==> src/hw/rtl/sdspi_pkg.sv <==
package sdspi_pkg;

  localparam int BLOCK_BYTES = 512;
  localparam int CID_BYTES   = 16;
  localparam int IDX_W       = 10;

  localparam logic [1:0] FUNC_DETECT = 2'd0;
  localparam logic [1:0] FUNC_READ   = 2'd1;
  localparam logic [1:0] FUNC_BYTE   = 2'd2;

  localparam logic [1:0] REG_RESP_TO = 2'd0;
  localparam logic [1:0] REG_TOK_TO  = 2'd1;
  localparam logic [1:0] REG_RETRIES = 2'd2;
  localparam logic [1:0] REG_GAP     = 2'd3;

  localparam logic [5:0] CMD0  = 6'd0;
  localparam logic [5:0] CMD8  = 6'd8;
  localparam logic [5:0] CMD10 = 6'd10;
  localparam logic [5:0] CMD12 = 6'd12;
  localparam logic [5:0] CMD16 = 6'd16;
  localparam logic [5:0] CMD17 = 6'd17;
  localparam logic [5:0] CMD18 = 6'd18;
  localparam logic [5:0] CMD41 = 6'd41;
  localparam logic [5:0] CMD55 = 6'd55;
  localparam logic [5:0] CMD58 = 6'd58;

  typedef enum logic [5:0] {
    PH_IDLE, PH_WAKE, PH_FRAME, PH_R1, PH_R32, PH_TAIL,
    PH_GAP, PH_TOKEN, PH_DATA, PH_CRC, PH_STUFF
  } phase_t;

  typedef enum logic [3:0] {
    GO_FAIL, GO_DONE, GO_CMD8, GO_CMD55, GO_CMD41, GO_CMD58,
    GO_CMD10, GO_CMD16, GO_GAP
  } go_t;

  typedef struct packed {
    logic [1:0]  func;
    logic [7:0]  rx_byte;
    logic [31:0] block_address;
    logic [15:0] block_count;
  } in_word_t;

  typedef struct packed {
    logic       xfer_request;
    logic [7:0] tx_byte;
    logic       select_active;
    logic       data_valid;
    logic [7:0] data_byte;
    logic       data_kind;
    logic       data_last;
    logic       done_res;
    logic       status;
    logic       card_high_capacity;
    logic       card_v2;
  } out_word_t;

  // CRC7 over the first five bytes of a command frame, polynomial 0x89.
  function automatic logic [6:0] crc7(input logic [39:0] five);
    logic [6:0] c;
    logic       fb;
    c = '0;
    for (int i = 39; i >= 0; i--) begin
      fb = c[6] ^ five[i];
      c  = {c[5:0], 1'b0};
      if (fb) c = c ^ 7'h09;
    end
    return c;
  endfunction

endpackage

==> src/hw/rtl/sdspi_if.sv <==
interface sdspi_in_if;
  logic               valid;
  logic               ready;
  sdspi_pkg::in_word_t data;
  modport source (output valid, output data, input ready);
  modport sink   (input valid, input data, output ready);
endinterface

interface sdspi_out_if;
  logic                valid;
  logic                ready;
  sdspi_pkg::out_word_t data;
  modport source (output valid, output data, input ready);
  modport sink   (input valid, input data, output ready);
endinterface

==> src/hw/rtl/sd_spi_card_init_and_read.sv <==
// The result word is registered: it appears in the cycle after its input word is accepted.
// Throughput: one word per cycle while results are taken; the result register frees as it is taken.
// The sequencer state and result register form one stage, so a new word is
// accepted whenever the result register is empty or being taken that cycle.
// Reset (synchronous, active high) returns to idle with the default timeouts.
module sd_spi_card_init_and_read (
  input  logic                 clk,
  input  logic                 rst,
  sdspi_in_if.sink             in_ch,
  sdspi_out_if.source          out_ch,
  input  logic                 cfg_we,
  input  logic [1:0]           cfg_index,
  input  logic [19:0]          cfg_data
);
  import sdspi_pkg::*;

  logic [15:0] response_timeout, op_cond_retries, retry_gap_bytes;
  logic [19:0] token_timeout;

  phase_t      phase, phase_next;
  logic [47:0] frame_bytes, frame_bytes_next;
  logic [IDX_W-1:0] byte_index, byte_index_next;
  logic [6:0]  frame_crc, frame_crc_next;
  logic [19:0] poll_counter, poll_counter_next;
  logic [15:0] retry_counter, retry_counter_next;
  logic [31:0] response_word, response_word_next;
  logic [15:0] blocks_left, blocks_left_next;
  logic        multi_block, multi_block_next;
  logic        is_v2, is_v2_next, is_hc, is_hc_next;
  logic [5:0]  cmd_now, cmd_now_next;
  go_t         tail_next, tail_next_next;
  logic        kind_now, kind_now_next;

  out_word_t   res, out_data;
  logic        out_valid, produce, accept;
  in_word_t    d;

  assign in_ch.ready  = !out_valid || out_ch.ready;
  assign accept       = in_ch.valid && in_ch.ready;
  assign out_ch.valid = out_valid;
  assign out_ch.data  = out_data;
  assign d            = in_ch.data;

  // Configuration registers.
  always_ff @(posedge clk) begin
    if (rst) begin
      response_timeout <= 16'd1000;
      token_timeout    <= 20'd100000;
      op_cond_retries  <= 16'd1000;
      retry_gap_bytes  <= 16'd50;
    end else if (cfg_we) begin
      case (cfg_index)
        REG_RESP_TO: response_timeout <= cfg_data[15:0];
        REG_TOK_TO:  token_timeout    <= cfg_data;
        REG_RETRIES: op_cond_retries  <= cfg_data[15:0];
        REG_GAP:     retry_gap_bytes  <= cfg_data[15:0];
        default: ;
      endcase
    end
  end

  // Next state and result word.
  always_comb begin
    logic [15:0] resp_lim, retry_lim, cnt;
    logic [19:0] tok_lim;
    logic [39:0] five;
    logic [5:0]  sc_idx;
    logic [31:0] sc_arg;
    logic        sc, bad, ok, fin, fail, do_tail, do_tok;
    go_t         tgo, gsel;
    logic [IDX_W-1:0] len;

    phase_next = phase; frame_bytes_next = frame_bytes; byte_index_next = byte_index;
    frame_crc_next = frame_crc; poll_counter_next = poll_counter;
    retry_counter_next = retry_counter; response_word_next = response_word;
    blocks_left_next = blocks_left; multi_block_next = multi_block;
    is_v2_next = is_v2; is_hc_next = is_hc; cmd_now_next = cmd_now;
    tail_next_next = tail_next; kind_now_next = kind_now;
    res = '0; res.tx_byte = 8'hFF;
    produce = 1'b0;
    resp_lim  = (response_timeout == 16'd0) ? 16'd1 : response_timeout;
    retry_lim = (op_cond_retries == 16'd0) ? 16'd1 : op_cond_retries;
    tok_lim   = (token_timeout == 20'd0) ? 20'd1 : token_timeout;
    cnt = d.block_count;
    five = '0;
    sc = 1'b0; sc_idx = CMD0; sc_arg = '0;
    fin = 1'b0; fail = 1'b0; do_tail = 1'b0; do_tok = 1'b0; tgo = GO_FAIL;
    ok = 1'b0; bad = 1'b0; gsel = tail_next;
    len = kind_now ? IDX_W'(CID_BYTES) : IDX_W'(BLOCK_BYTES);

    if (accept) begin
      if (d.func == FUNC_DETECT || d.func == FUNC_READ) begin
        if (phase == PH_IDLE) begin
          produce = 1'b1;
          if (d.func == FUNC_DETECT) begin
            is_v2_next = 1'b0; is_hc_next = 1'b0; retry_counter_next = '0;
            phase_next = PH_WAKE; byte_index_next = IDX_W'(1);
            res.xfer_request = 1'b1;
          end else begin
            blocks_left_next = (cnt == 16'd0) ? 16'd1 : cnt;
            multi_block_next = cnt > 16'd1;
            sc = 1'b1; sc_idx = (cnt > 16'd1) ? CMD18 : CMD17;
            sc_arg = d.block_address;
          end
        end
      end else if (d.func == FUNC_BYTE && phase != PH_IDLE) begin
        produce = 1'b1;
        case (phase)
          PH_WAKE: begin
            if (byte_index < IDX_W'(10)) begin
              byte_index_next = byte_index + 1'b1;
              res.xfer_request = 1'b1;
            end else begin
              sc = 1'b1; sc_idx = CMD0;
            end
          end
          PH_FRAME: begin
            if (byte_index < IDX_W'(6)) begin
              res.xfer_request = 1'b1; res.select_active = 1'b1;
              res.tx_byte = frame_bytes[47 - 8*byte_index[2:0] -: 8];
              byte_index_next = byte_index + 1'b1;
            end else begin
              phase_next = PH_R1; poll_counter_next = 20'd1;
              res.xfer_request = 1'b1; res.select_active = 1'b1;
            end
          end
          PH_R1: begin
            if (!d.rx_byte[7] || poll_counter >= {4'd0, resp_lim}) begin
              ok  = !d.rx_byte[7];
              bad = !ok || (d.rx_byte & 8'h7E) != 8'h00;
              case (cmd_now)
                CMD0: begin
                  do_tail = 1'b1;
                  tgo = (ok && d.rx_byte == 8'h01) ? GO_CMD8 : GO_FAIL;
                end
                CMD8, CMD58: begin
                  if (bad) begin
                    do_tail = 1'b1; tgo = (cmd_now == CMD8) ? GO_CMD55 : GO_CMD10;
                  end else begin
                    phase_next = PH_R32; byte_index_next = '0; response_word_next = '0;
                    res.xfer_request = 1'b1; res.select_active = 1'b1;
                  end
                end
                CMD55: begin do_tail = 1'b1; tgo = bad ? GO_FAIL : GO_CMD41; end
                CMD41: begin
                  do_tail = 1'b1;
                  if (ok && d.rx_byte == 8'h00) begin
                    tgo = is_v2 ? GO_CMD58 : GO_CMD10;
                  end else begin
                    retry_counter_next = retry_counter + 1'b1;
                    tgo = (retry_counter + 16'd1 >= retry_lim) ? GO_FAIL : GO_GAP;
                  end
                end
                CMD10, CMD17, CMD18: begin
                  if (bad) begin
                    do_tail = 1'b1; tgo = GO_FAIL;
                  end else begin
                    kind_now_next = (cmd_now == CMD10); do_tok = 1'b1;
                  end
                end
                CMD16: begin do_tail = 1'b1; tgo = bad ? GO_FAIL : GO_DONE; end
                CMD12: begin
                  phase_next = PH_STUFF;
                  res.xfer_request = 1'b1; res.select_active = 1'b1;
                end
                default: begin do_tail = 1'b1; tgo = GO_FAIL; end
              endcase
            end else begin
              poll_counter_next = poll_counter + 1'b1;
              res.xfer_request = 1'b1; res.select_active = 1'b1;
            end
          end
          PH_R32: begin
            response_word_next = {response_word[23:0], d.rx_byte};
            byte_index_next = byte_index + 1'b1;
            if (byte_index + 1'b1 < IDX_W'(4)) begin
              res.xfer_request = 1'b1; res.select_active = 1'b1;
            end else if (cmd_now == CMD8) begin
              is_v2_next = d.rx_byte == 8'hAA;
              do_tail = 1'b1; tgo = GO_CMD55;
            end else begin
              is_hc_next = response_word[22];
              do_tail = 1'b1; tgo = GO_CMD10;
            end
          end
          PH_TAIL: begin
            case (gsel)
              GO_DONE:  fin = 1'b1;
              GO_CMD8:  begin sc = 1'b1; sc_idx = CMD8; sc_arg = 32'h0000_01AA; end
              GO_CMD55: begin sc = 1'b1; sc_idx = CMD55; end
              GO_CMD41: begin
                sc = 1'b1; sc_idx = CMD41;
                sc_arg = {1'b0, is_v2, 6'd0, 9'h1FF, 15'd0};
              end
              GO_CMD58: begin sc = 1'b1; sc_idx = CMD58; end
              GO_CMD10: begin sc = 1'b1; sc_idx = CMD10; end
              GO_CMD16: begin sc = 1'b1; sc_idx = CMD16; sc_arg = 32'(BLOCK_BYTES); end
              GO_GAP: begin
                if (retry_gap_bytes == 16'd0) begin
                  sc = 1'b1; sc_idx = CMD55;
                end else begin
                  phase_next = PH_GAP; poll_counter_next = 20'd1;
                  res.xfer_request = 1'b1;
                end
              end
              default: begin fin = 1'b1; fail = 1'b1; end
            endcase
          end
          PH_GAP: begin
            if (poll_counter < {4'd0, retry_gap_bytes}) begin
              poll_counter_next = poll_counter + 1'b1; res.xfer_request = 1'b1;
            end else begin
              sc = 1'b1; sc_idx = CMD55;
            end
          end
          PH_TOKEN: begin
            if (d.rx_byte == 8'hFE) begin
              phase_next = PH_DATA; byte_index_next = '0;
              res.xfer_request = 1'b1; res.select_active = 1'b1;
            end else if (d.rx_byte != 8'hFF || poll_counter >= tok_lim) begin
              do_tail = 1'b1; tgo = GO_FAIL;
            end else begin
              poll_counter_next = poll_counter + 1'b1;
              res.xfer_request = 1'b1; res.select_active = 1'b1;
            end
          end
          PH_DATA: begin
            byte_index_next = byte_index + 1'b1;
            res.data_valid = 1'b1; res.data_byte = d.rx_byte; res.data_kind = kind_now;
            if (byte_index + 1'b1 >= len) begin
              res.data_last = 1'b1; phase_next = PH_CRC; byte_index_next = '0;
            end
            res.xfer_request = 1'b1; res.select_active = 1'b1;
          end
          PH_CRC: begin
            byte_index_next = byte_index + 1'b1;
            if (byte_index + 1'b1 < IDX_W'(2)) begin
              res.xfer_request = 1'b1; res.select_active = 1'b1;
            end else if (kind_now) begin
              do_tail = 1'b1; tgo = is_hc ? GO_DONE : GO_CMD16;
            end else begin
              if (blocks_left != 16'd0) blocks_left_next = blocks_left - 1'b1;
              if (blocks_left > 16'd1) do_tok = 1'b1;
              else if (multi_block) begin sc = 1'b1; sc_idx = CMD12; end
              else begin do_tail = 1'b1; tgo = GO_DONE; end
            end
          end
          PH_STUFF: begin do_tail = 1'b1; tgo = GO_DONE; end
          default: begin fin = 1'b1; fail = 1'b1; end
        endcase
      end

      // Shared endings: closing byte, token wait, command frame, completion.
      if (do_tail) begin
        phase_next = PH_TAIL; tail_next_next = tgo; res.xfer_request = 1'b1;
      end
      if (do_tok) begin
        phase_next = PH_TOKEN; poll_counter_next = 20'd1;
        res.xfer_request = 1'b1; res.select_active = 1'b1;
      end
      if (sc) begin
        five = {2'b01, sc_idx, sc_arg};
        frame_crc_next = crc7(five);
        frame_bytes_next = {five, crc7(five), 1'b1};
        cmd_now_next = sc_idx; phase_next = PH_FRAME; byte_index_next = IDX_W'(1);
        res.xfer_request = 1'b1; res.select_active = 1'b1;
        res.tx_byte = five[39:32];
      end
      if (fin) begin
        phase_next = PH_IDLE; res.xfer_request = 1'b0; res.select_active = 1'b0;
        res.tx_byte = 8'hFF; res.done_res = 1'b1; res.status = fail;
      end
    end
    res.card_high_capacity = is_hc_next;
    res.card_v2 = is_v2_next;
  end

  // Sequencer state.
  always_ff @(posedge clk) begin
    if (rst) begin
      phase <= PH_IDLE; frame_bytes <= '0; byte_index <= '0; frame_crc <= '0;
      poll_counter <= '0; retry_counter <= '0; response_word <= '0;
      blocks_left <= '0; multi_block <= 1'b0; is_v2 <= 1'b0; is_hc <= 1'b0;
      cmd_now <= CMD0; tail_next <= GO_FAIL; kind_now <= 1'b0;
    end else begin
      phase <= phase_next; frame_bytes <= frame_bytes_next;
      byte_index <= byte_index_next; frame_crc <= frame_crc_next;
      poll_counter <= poll_counter_next; retry_counter <= retry_counter_next;
      response_word <= response_word_next; blocks_left <= blocks_left_next;
      multi_block <= multi_block_next; is_v2 <= is_v2_next; is_hc <= is_hc_next;
      cmd_now <= cmd_now_next; tail_next <= tail_next_next; kind_now <= kind_now_next;
    end
  end

  // Result register.
  always_ff @(posedge clk) begin
    if (rst) begin
      out_valid <= 1'b0;
    end else if (in_ch.ready) begin
      out_valid <= produce;
    end
  end

  always_ff @(posedge clk) begin
    if (in_ch.ready && produce) out_data <= res;
  end

`ifndef SYNTH
  a_done_idle: assert property (@(posedge clk) disable iff (rst)
    (accept && produce && res.done_res) |=> (phase == PH_IDLE))
    else $error("done word without return to idle");
  a_done_noxfer: assert property (@(posedge clk) disable iff (rst)
    (out_valid && out_data.done_res) |-> !out_data.xfer_request)
    else $error("done word requests a transfer");
  a_hold: assert property (@(posedge clk) disable iff (rst)
    (out_valid && !out_ch.ready) |=> (out_valid && $stable(out_data)))
    else $error("stalled result word changed");
  a_data_sel: assert property (@(posedge clk) disable iff (rst)
    (out_valid && out_data.data_valid) |-> out_data.select_active)
    else $error("data word outside a selected transfer");
`endif

endmodule

==> src/flat_wrapper.sv <==
// flat-port wrapper written by rule: the top's interface ports become plain ports
module sd_spi_card_init_and_read_flat import sdspi_pkg::*;
  (clk, rst, cfg_we, cfg_index, cfg_data, in_ch_valid, in_ch_data, in_ch_ready, out_ch_valid, out_ch_data, out_ch_ready);
  sdspi_in_if in_ch_i ();
  sdspi_out_if out_ch_i ();
  input  logic clk;
  input  logic rst;
  input  logic cfg_we;
  input  logic [1:0] cfg_index;
  input  logic [19:0] cfg_data;
  input wire logic [$bits(in_ch_i.valid)-1:0] in_ch_valid;
  input wire logic [$bits(in_ch_i.data)-1:0] in_ch_data;
  output wire logic [$bits(in_ch_i.ready)-1:0] in_ch_ready;
  output wire logic [$bits(out_ch_i.valid)-1:0] out_ch_valid;
  output wire logic [$bits(out_ch_i.data)-1:0] out_ch_data;
  input wire logic [$bits(out_ch_i.ready)-1:0] out_ch_ready;
  assign in_ch_i.valid = in_ch_valid;
  assign in_ch_i.data = in_ch_data;
  assign in_ch_ready = in_ch_i.ready;
  assign out_ch_valid = out_ch_i.valid;
  assign out_ch_data = out_ch_i.data;
  assign out_ch_i.ready = out_ch_ready;
  sd_spi_card_init_and_read u_core (.clk(clk), .rst(rst), .in_ch(in_ch_i), .out_ch(out_ch_i), .cfg_we(cfg_we), .cfg_index(cfg_index), .cfg_data(cfg_data));
endmodule
==> config.mk <==
export PLATFORM = sky130hd
export DESIGN_NAME = sd_spi_card_init_and_read_flat
export DESIGN_NICKNAME = d
export VERILOG_FILES = /design/src/hw/rtl/sdspi_pkg.sv /design/src/hw/rtl/sdspi_if.sv /design/src/hw/rtl/sd_spi_card_init_and_read.sv /design/src/flat_wrapper.sv
export SDC_FILE = /design/constraint.sdc
export NUM_CORES = 1
export LEC_CHECK = 0
export BUFFER_PORTS_ARGS = -buffer_cell sky130_fd_sc_hd__buf_2
export CORE_MARGIN = 1
export CORE_UTILIZATION = 25
export CTS_BUF_LIST = sky130_fd_sc_hd__clkbuf_8
export CTS_CLUSTER_DIAMETER = 100
export DETAILED_ROUTE_END_ITERATION = 10
export SETUP_SLACK_MARGIN = 0.2
export SLEW_MARGIN = 25
export SYNTH_ARGS = -nofsm -noshare
export SYNTH_HDL_FRONTEND = slang
export SYNTH_SLANG_ARGS = --single-unit
==> constraint.sdc <==
create_clock -name clk -period 4.25 [get_ports clk]
set_input_delay 1.0625 -clock clk [delete_from_list [all_inputs] [get_ports clk]]
set_output_delay 1.0625 -clock clk [all_outputs]
set_load 0.01 [all_outputs]
==> results list <==
- Worst slack on hold paths: 0.452 ns
- Vias in the first global route: 12900
- In the final design database the tool counted 2078 nets.
* Setup repair after global routing missed its margin: yes
- Across the VDD grid, the largest voltage drop is 0.000190 V.
- Proportion of synthesized area in mux cells: 0.0252
- The worst setup path is launched from a register.
* Die Wd: 237 um
* Transition time at the pin with the least slew margin: 0.777 ns
* Result of the run: complete, no violations
- The number of placed instances, taps included, is 2560.
- Summed over all cells, the static leakage comes to 0.00673 uW.
- Data on the critical path is required at its endpoint by 4.80 ns.
- Of the total power, the share spent switching nets is 0.304.
- Uppermost metal layer occupied by signal nets: met4
- Summed over all layers, the global routing overflow is 0.
* Library cell used as clock root buffer: sky130_fd_sc_hd__clkbuf_8
* Complex-gate fraction of the synthesized area: 0.200
* Residual DRC: 0
- Initial antenna violation count: 2
- Wire length of the first global-routing pass: 70.7 mm
- Summed over all nets, wire length on met2 after detailed routing comes to 20.2 mm.
* Worst hold path class: register to register
* Number of H-tree branching levels: 2
- In this run the vertical extent of the chip is 237 um.
- CTS tree: done
* Met3 WL: 2.45 mm
- Nature of the critical path endpoint: register
* Routed wire per std cell: 17.0 um
- The floorplan has 85 rows.
- Setup violations, final: 0
- Once layout is complete, the cells apart from fillers number 2646.
- In the final layout, the share of cells above drive strength 1 is 0.196.
- Detailed placement finished with a half-perimeter wire length of 33.4 mm.
* Sequential share of power: 0.410
- Measured against its own limit, the worst slew margin works out to 0.479.
- Dividing total power by cell area gives a power density of 320 nW/um^2.
- Combined area of the multi-input logic cells: 8750 um^2
- After synthesis, the largest family of logic cells by area is simple AND/OR/NAND/NOR gates.
- Clock Latency Late Sink: 0.62 ns
- At the placement stage, the worst setup path has a slack of -0.0931 ns.
- Yosys reg bits: 217
- Die ar.: 56200 um^2
- Internal cell power: 3740 uW
* IO Count: 112
* Crit path DAT: 4.58 ns
- Initial DRC count: 949
* Classification of the worst setup path: register to register
- In this run the cell area measured after placement is 15600 um^2.
- Synthesized cell area: 13800 um^2
* GRT Total Usage: 0.158
* Core area: 54200 um^2
- The final number of max-transition violations came to 0.
- Most used flip-flop cell after synthesis: sky130_fd_sc_hd__dfxtp_1
* Seq. cell area: 4600 um^2
- Setup slack on the critical path of the routed design comes to 0.217 ns.
- Sink count of the clock tree: 217
- Yosys mapped a number of flops with a built-in enable equal to 25.
* Switching power of the nets: 1640 uW
* Share of synthesized flip-flops with an asynchronous set or reset: 0
- Of the total synthesized cell area, the portion taken by full adders, half adders and majority gates is 0.0697.
- Counting every net in the synthesized netlist gives 1920.
- Based on the critical path, the design can be clocked at up to 248 MHz.
- The share of total power dissipated in the clock network is 0.400.
- The average instance in the mapped netlist occupies 7.86 um^2.
- Post-Layout Inst Area: 16800 um^2
- For this run, the detailed router's first-pass iteration total came to 8.
- For this run, the share of the core covered by cells in the final layout is 0.310.
- Largest fanout on the critical path: 6
* # Max-Cap Violations: 0
- The share of total power dissipated in combinational logic is 0.190.
- Crit share post-route: 0.949
- The count of buffers added on input and output ports is 111.
* Simple-gate portion of the synthesized area: 0.251
- Counting along the longest clock path gives a buffer depth of 3.
- The initial utilization of the core area, before any placement, comes to 0.255.
* Gate Count Post-Synth: 1758
- Area share of xor/xnor cells in the synthesized design: 0.0684
- The clock arrives with 0.0179 ns of skew.
- Of the synthesized area, sequential elements account for 0.332.
- Total length of routed wires: 45.0 mm
* Number of distinct library cells after synthesis: 81
- Using the TritonRoute via totals, the vias-per-cell ratio works out to 5.04.
- Clock slew at the register clock pins of the worst setup and hold paths: 0.06 ns
* Number of nets still failing antenna checks after routing: 0
* Hold violation count in the final report: 0
- Number of warnings printed during yosys synthesis: 0
* CTS buffer count: 43
- The filler cells instantiated in the layout total 5780.
- Min Tclk post-route: 4.03 ns
- Pin count of the biggest net entering global routing: 87
- The congestion estimate from routability-driven global placement came to 0.881.
- The routed layout has 13300 vias.
- The detailed router put a total of 20.9 mm of wire on met1.
- Layout area overhead: 21.6%
-- final timing paths --
path	slack, ns	to	startpoint	cells past startpoint
setup / recovery	0.22	u_core.poll_counter[6]$_SDFFE_PP0P_	u_core.token_timeout[12]$_SDFFE_PP0P_	18
hold / removal	0.45	u_core.frame_bytes[3]$_SDFFE_PP0P_	u_core.frame_bytes[3]$_SDFFE_PP0P_	2
setup reg to reg	0.22	u_core.poll_counter[6]$_SDFFE_PP0P_	u_core.token_timeout[12]$_SDFFE_PP0P_	18
hold reg to reg	0.45	u_core.frame_bytes[3]$_SDFFE_PP0P_	u_core.frame_bytes[3]$_SDFFE_PP0P_	2
-- synth_stat cells, drive strengths merged, types with 12 or more instances --
cell	count	area share
clkbuf	89	0.024
a21oi	152	0.056
xnor2	56	0.038
o31ai	12	0.0075
buf	14	0.0042
nand2	238	0.065
nor3	46	0.017
a22oi	34	0.018
o21ai	77	0.028
xor2	38	0.024
a21o	32	0.017
and3	17	0.0081
nand2b	24	0.011
or3	22	0.010
a211oi	35	0.020
inv	91	0.025
and2	20	0.0091
ha	77	0.070
nor2b	15	0.0068
nand3	52	0.019
nand3b	19	0.010
dfxtp	192	0.28
nand4	20	0.0091
nor2	180	0.049
a211o	13	0.0082
edfxtp	25	0.054
nor4	33	0.016
-- state kept, by name, summed over array words and instances (netlist names), 5 cells and up --
| register | cells |
|---|---|
| u_core.poll_counter | 20 |
| u_core.out_ch.data | 25 |
| u_core.response_timeout | 16 |
| u_core.retry_counter | 16 |
| u_core.frame_bytes | 41 |
| u_core.cmd_now | 5 |
| u_core.blocks_left | 16 |
| u_core.retry_gap_bytes | 16 |
| u_core.op_cond_retries | 16 |
| u_core.byte_index | 10 |
| u_core.token_timeout | 20 |
-- repair_timing --
action,CTS,global route
hold buffers,0,0
gates cloned,0,1
endpoints found under the setup margin,26,29
gates resized for setup,18,39
pin swaps,9,46
setup buffers,1,5
-- worst max-delay path: stages (launching register included) --
cell and delay [ns]:
sky130_fd_sc_hd__dfxtp_2 0.34, sky130_fd_sc_hd__nor4_4 0.31, sky130_fd_sc_hd__nand4_1 0.15, sky130_fd_sc_hd__o41ai_2 0.29, sky130_fd_sc_hd__ha_1 0.27, sky130_fd_sc_hd__nand2b_4 0.13, sky130_fd_sc_hd__a21o_1 0.14, sky130_fd_sc_hd__a21o_1 0.14
sky130_fd_sc_hd__a21o_1 0.14, sky130_fd_sc_hd__a21o_1 0.15, sky130_fd_sc_hd__a21o_1 0.15, sky130_fd_sc_hd__a21o_1 0.16, sky130_fd_sc_hd__a21oi_2 0.14, sky130_fd_sc_hd__o21ai_2 0.11, sky130_fd_sc_hd__a2111oi_4 0.41, sky130_fd_sc_hd__nand4_1 0.22
sky130_fd_sc_hd__buf_6 0.19, sky130_fd_sc_hd__or3_4 0.37, sky130_fd_sc_hd__a21oi_2 0.15
-- metrics by stage --
step / setup TNS, ns / power [uW]
after CTS: 0 / 5410
final: 0 / 5380
after detailed placement: -0.149 / 3210
after floorplan: 0 / 2900
after global placement: -0.0161 / 3200
after global routing: 0 / 5650
-- power groups by stage --
stage	Clock [uW]	Sequential [uW]	Combinational, uW
floorplan	0	2230	671
global placement	0	2240	957
detailed placement	0	2240	961
CTS	2230	2200	973
global route	2320	2210	1120
finish	2150	2210	1030
-- cell families (layout without fill, tap and decap cells) --
| family | Yosys count | count (layout) |
|---|---|---|
| adder cells (fa/ha/maj) | 77 | 77 |
| other | 0 | 2 |
| flip-flops | 217 | 217 |
| multiplexers | 24 | 24 |
| AND/OR/NAND/NOR | 724 | 724 |
| buffers and inverters | 194 | 384 |
| XOR/XNOR | 98 | 98 |
| AO/OA/AOI/OAI | 424 | 424 |
-- cell type report --
type | count | share of cell area
Antenna cell | 2 | 0.000298
Clock buffer | 51 | 0.0418
Clock inverter | 26 | 0.00923
Inverter | 91 | 0.0203
Multi-Input combinational cell | 1347 | 0.521
Sequential cell | 217 | 0.274
Tap cell | 696 | 0.0518
Timing Repair Buffer | 216 | 0.0823
-- cells in the final DEF, fill, tap and decap left out, drive strengths merged, types with 32 or more instances in the layout --
master	n
a211oi	35
a21o	32
a21oi	152
a22oi	34
buf	216
clkbuf	51
dfxtp	192
ha	77
inv	101
nand2	238
nand3	52
nor2	180
nor3	46
nor4	33
o21ai	77
xnor2	56
xor2	38
-- metal layers --
metal / vias to the layer above / global-route usage
met1: 6291 / 0.212
met3: 93 / 0.0239
met2: 402 / 0.253
met5: - / 0
met4: 0 / 0.0624
li1: 6553 / -
Power figures use the tool's default switching activity.
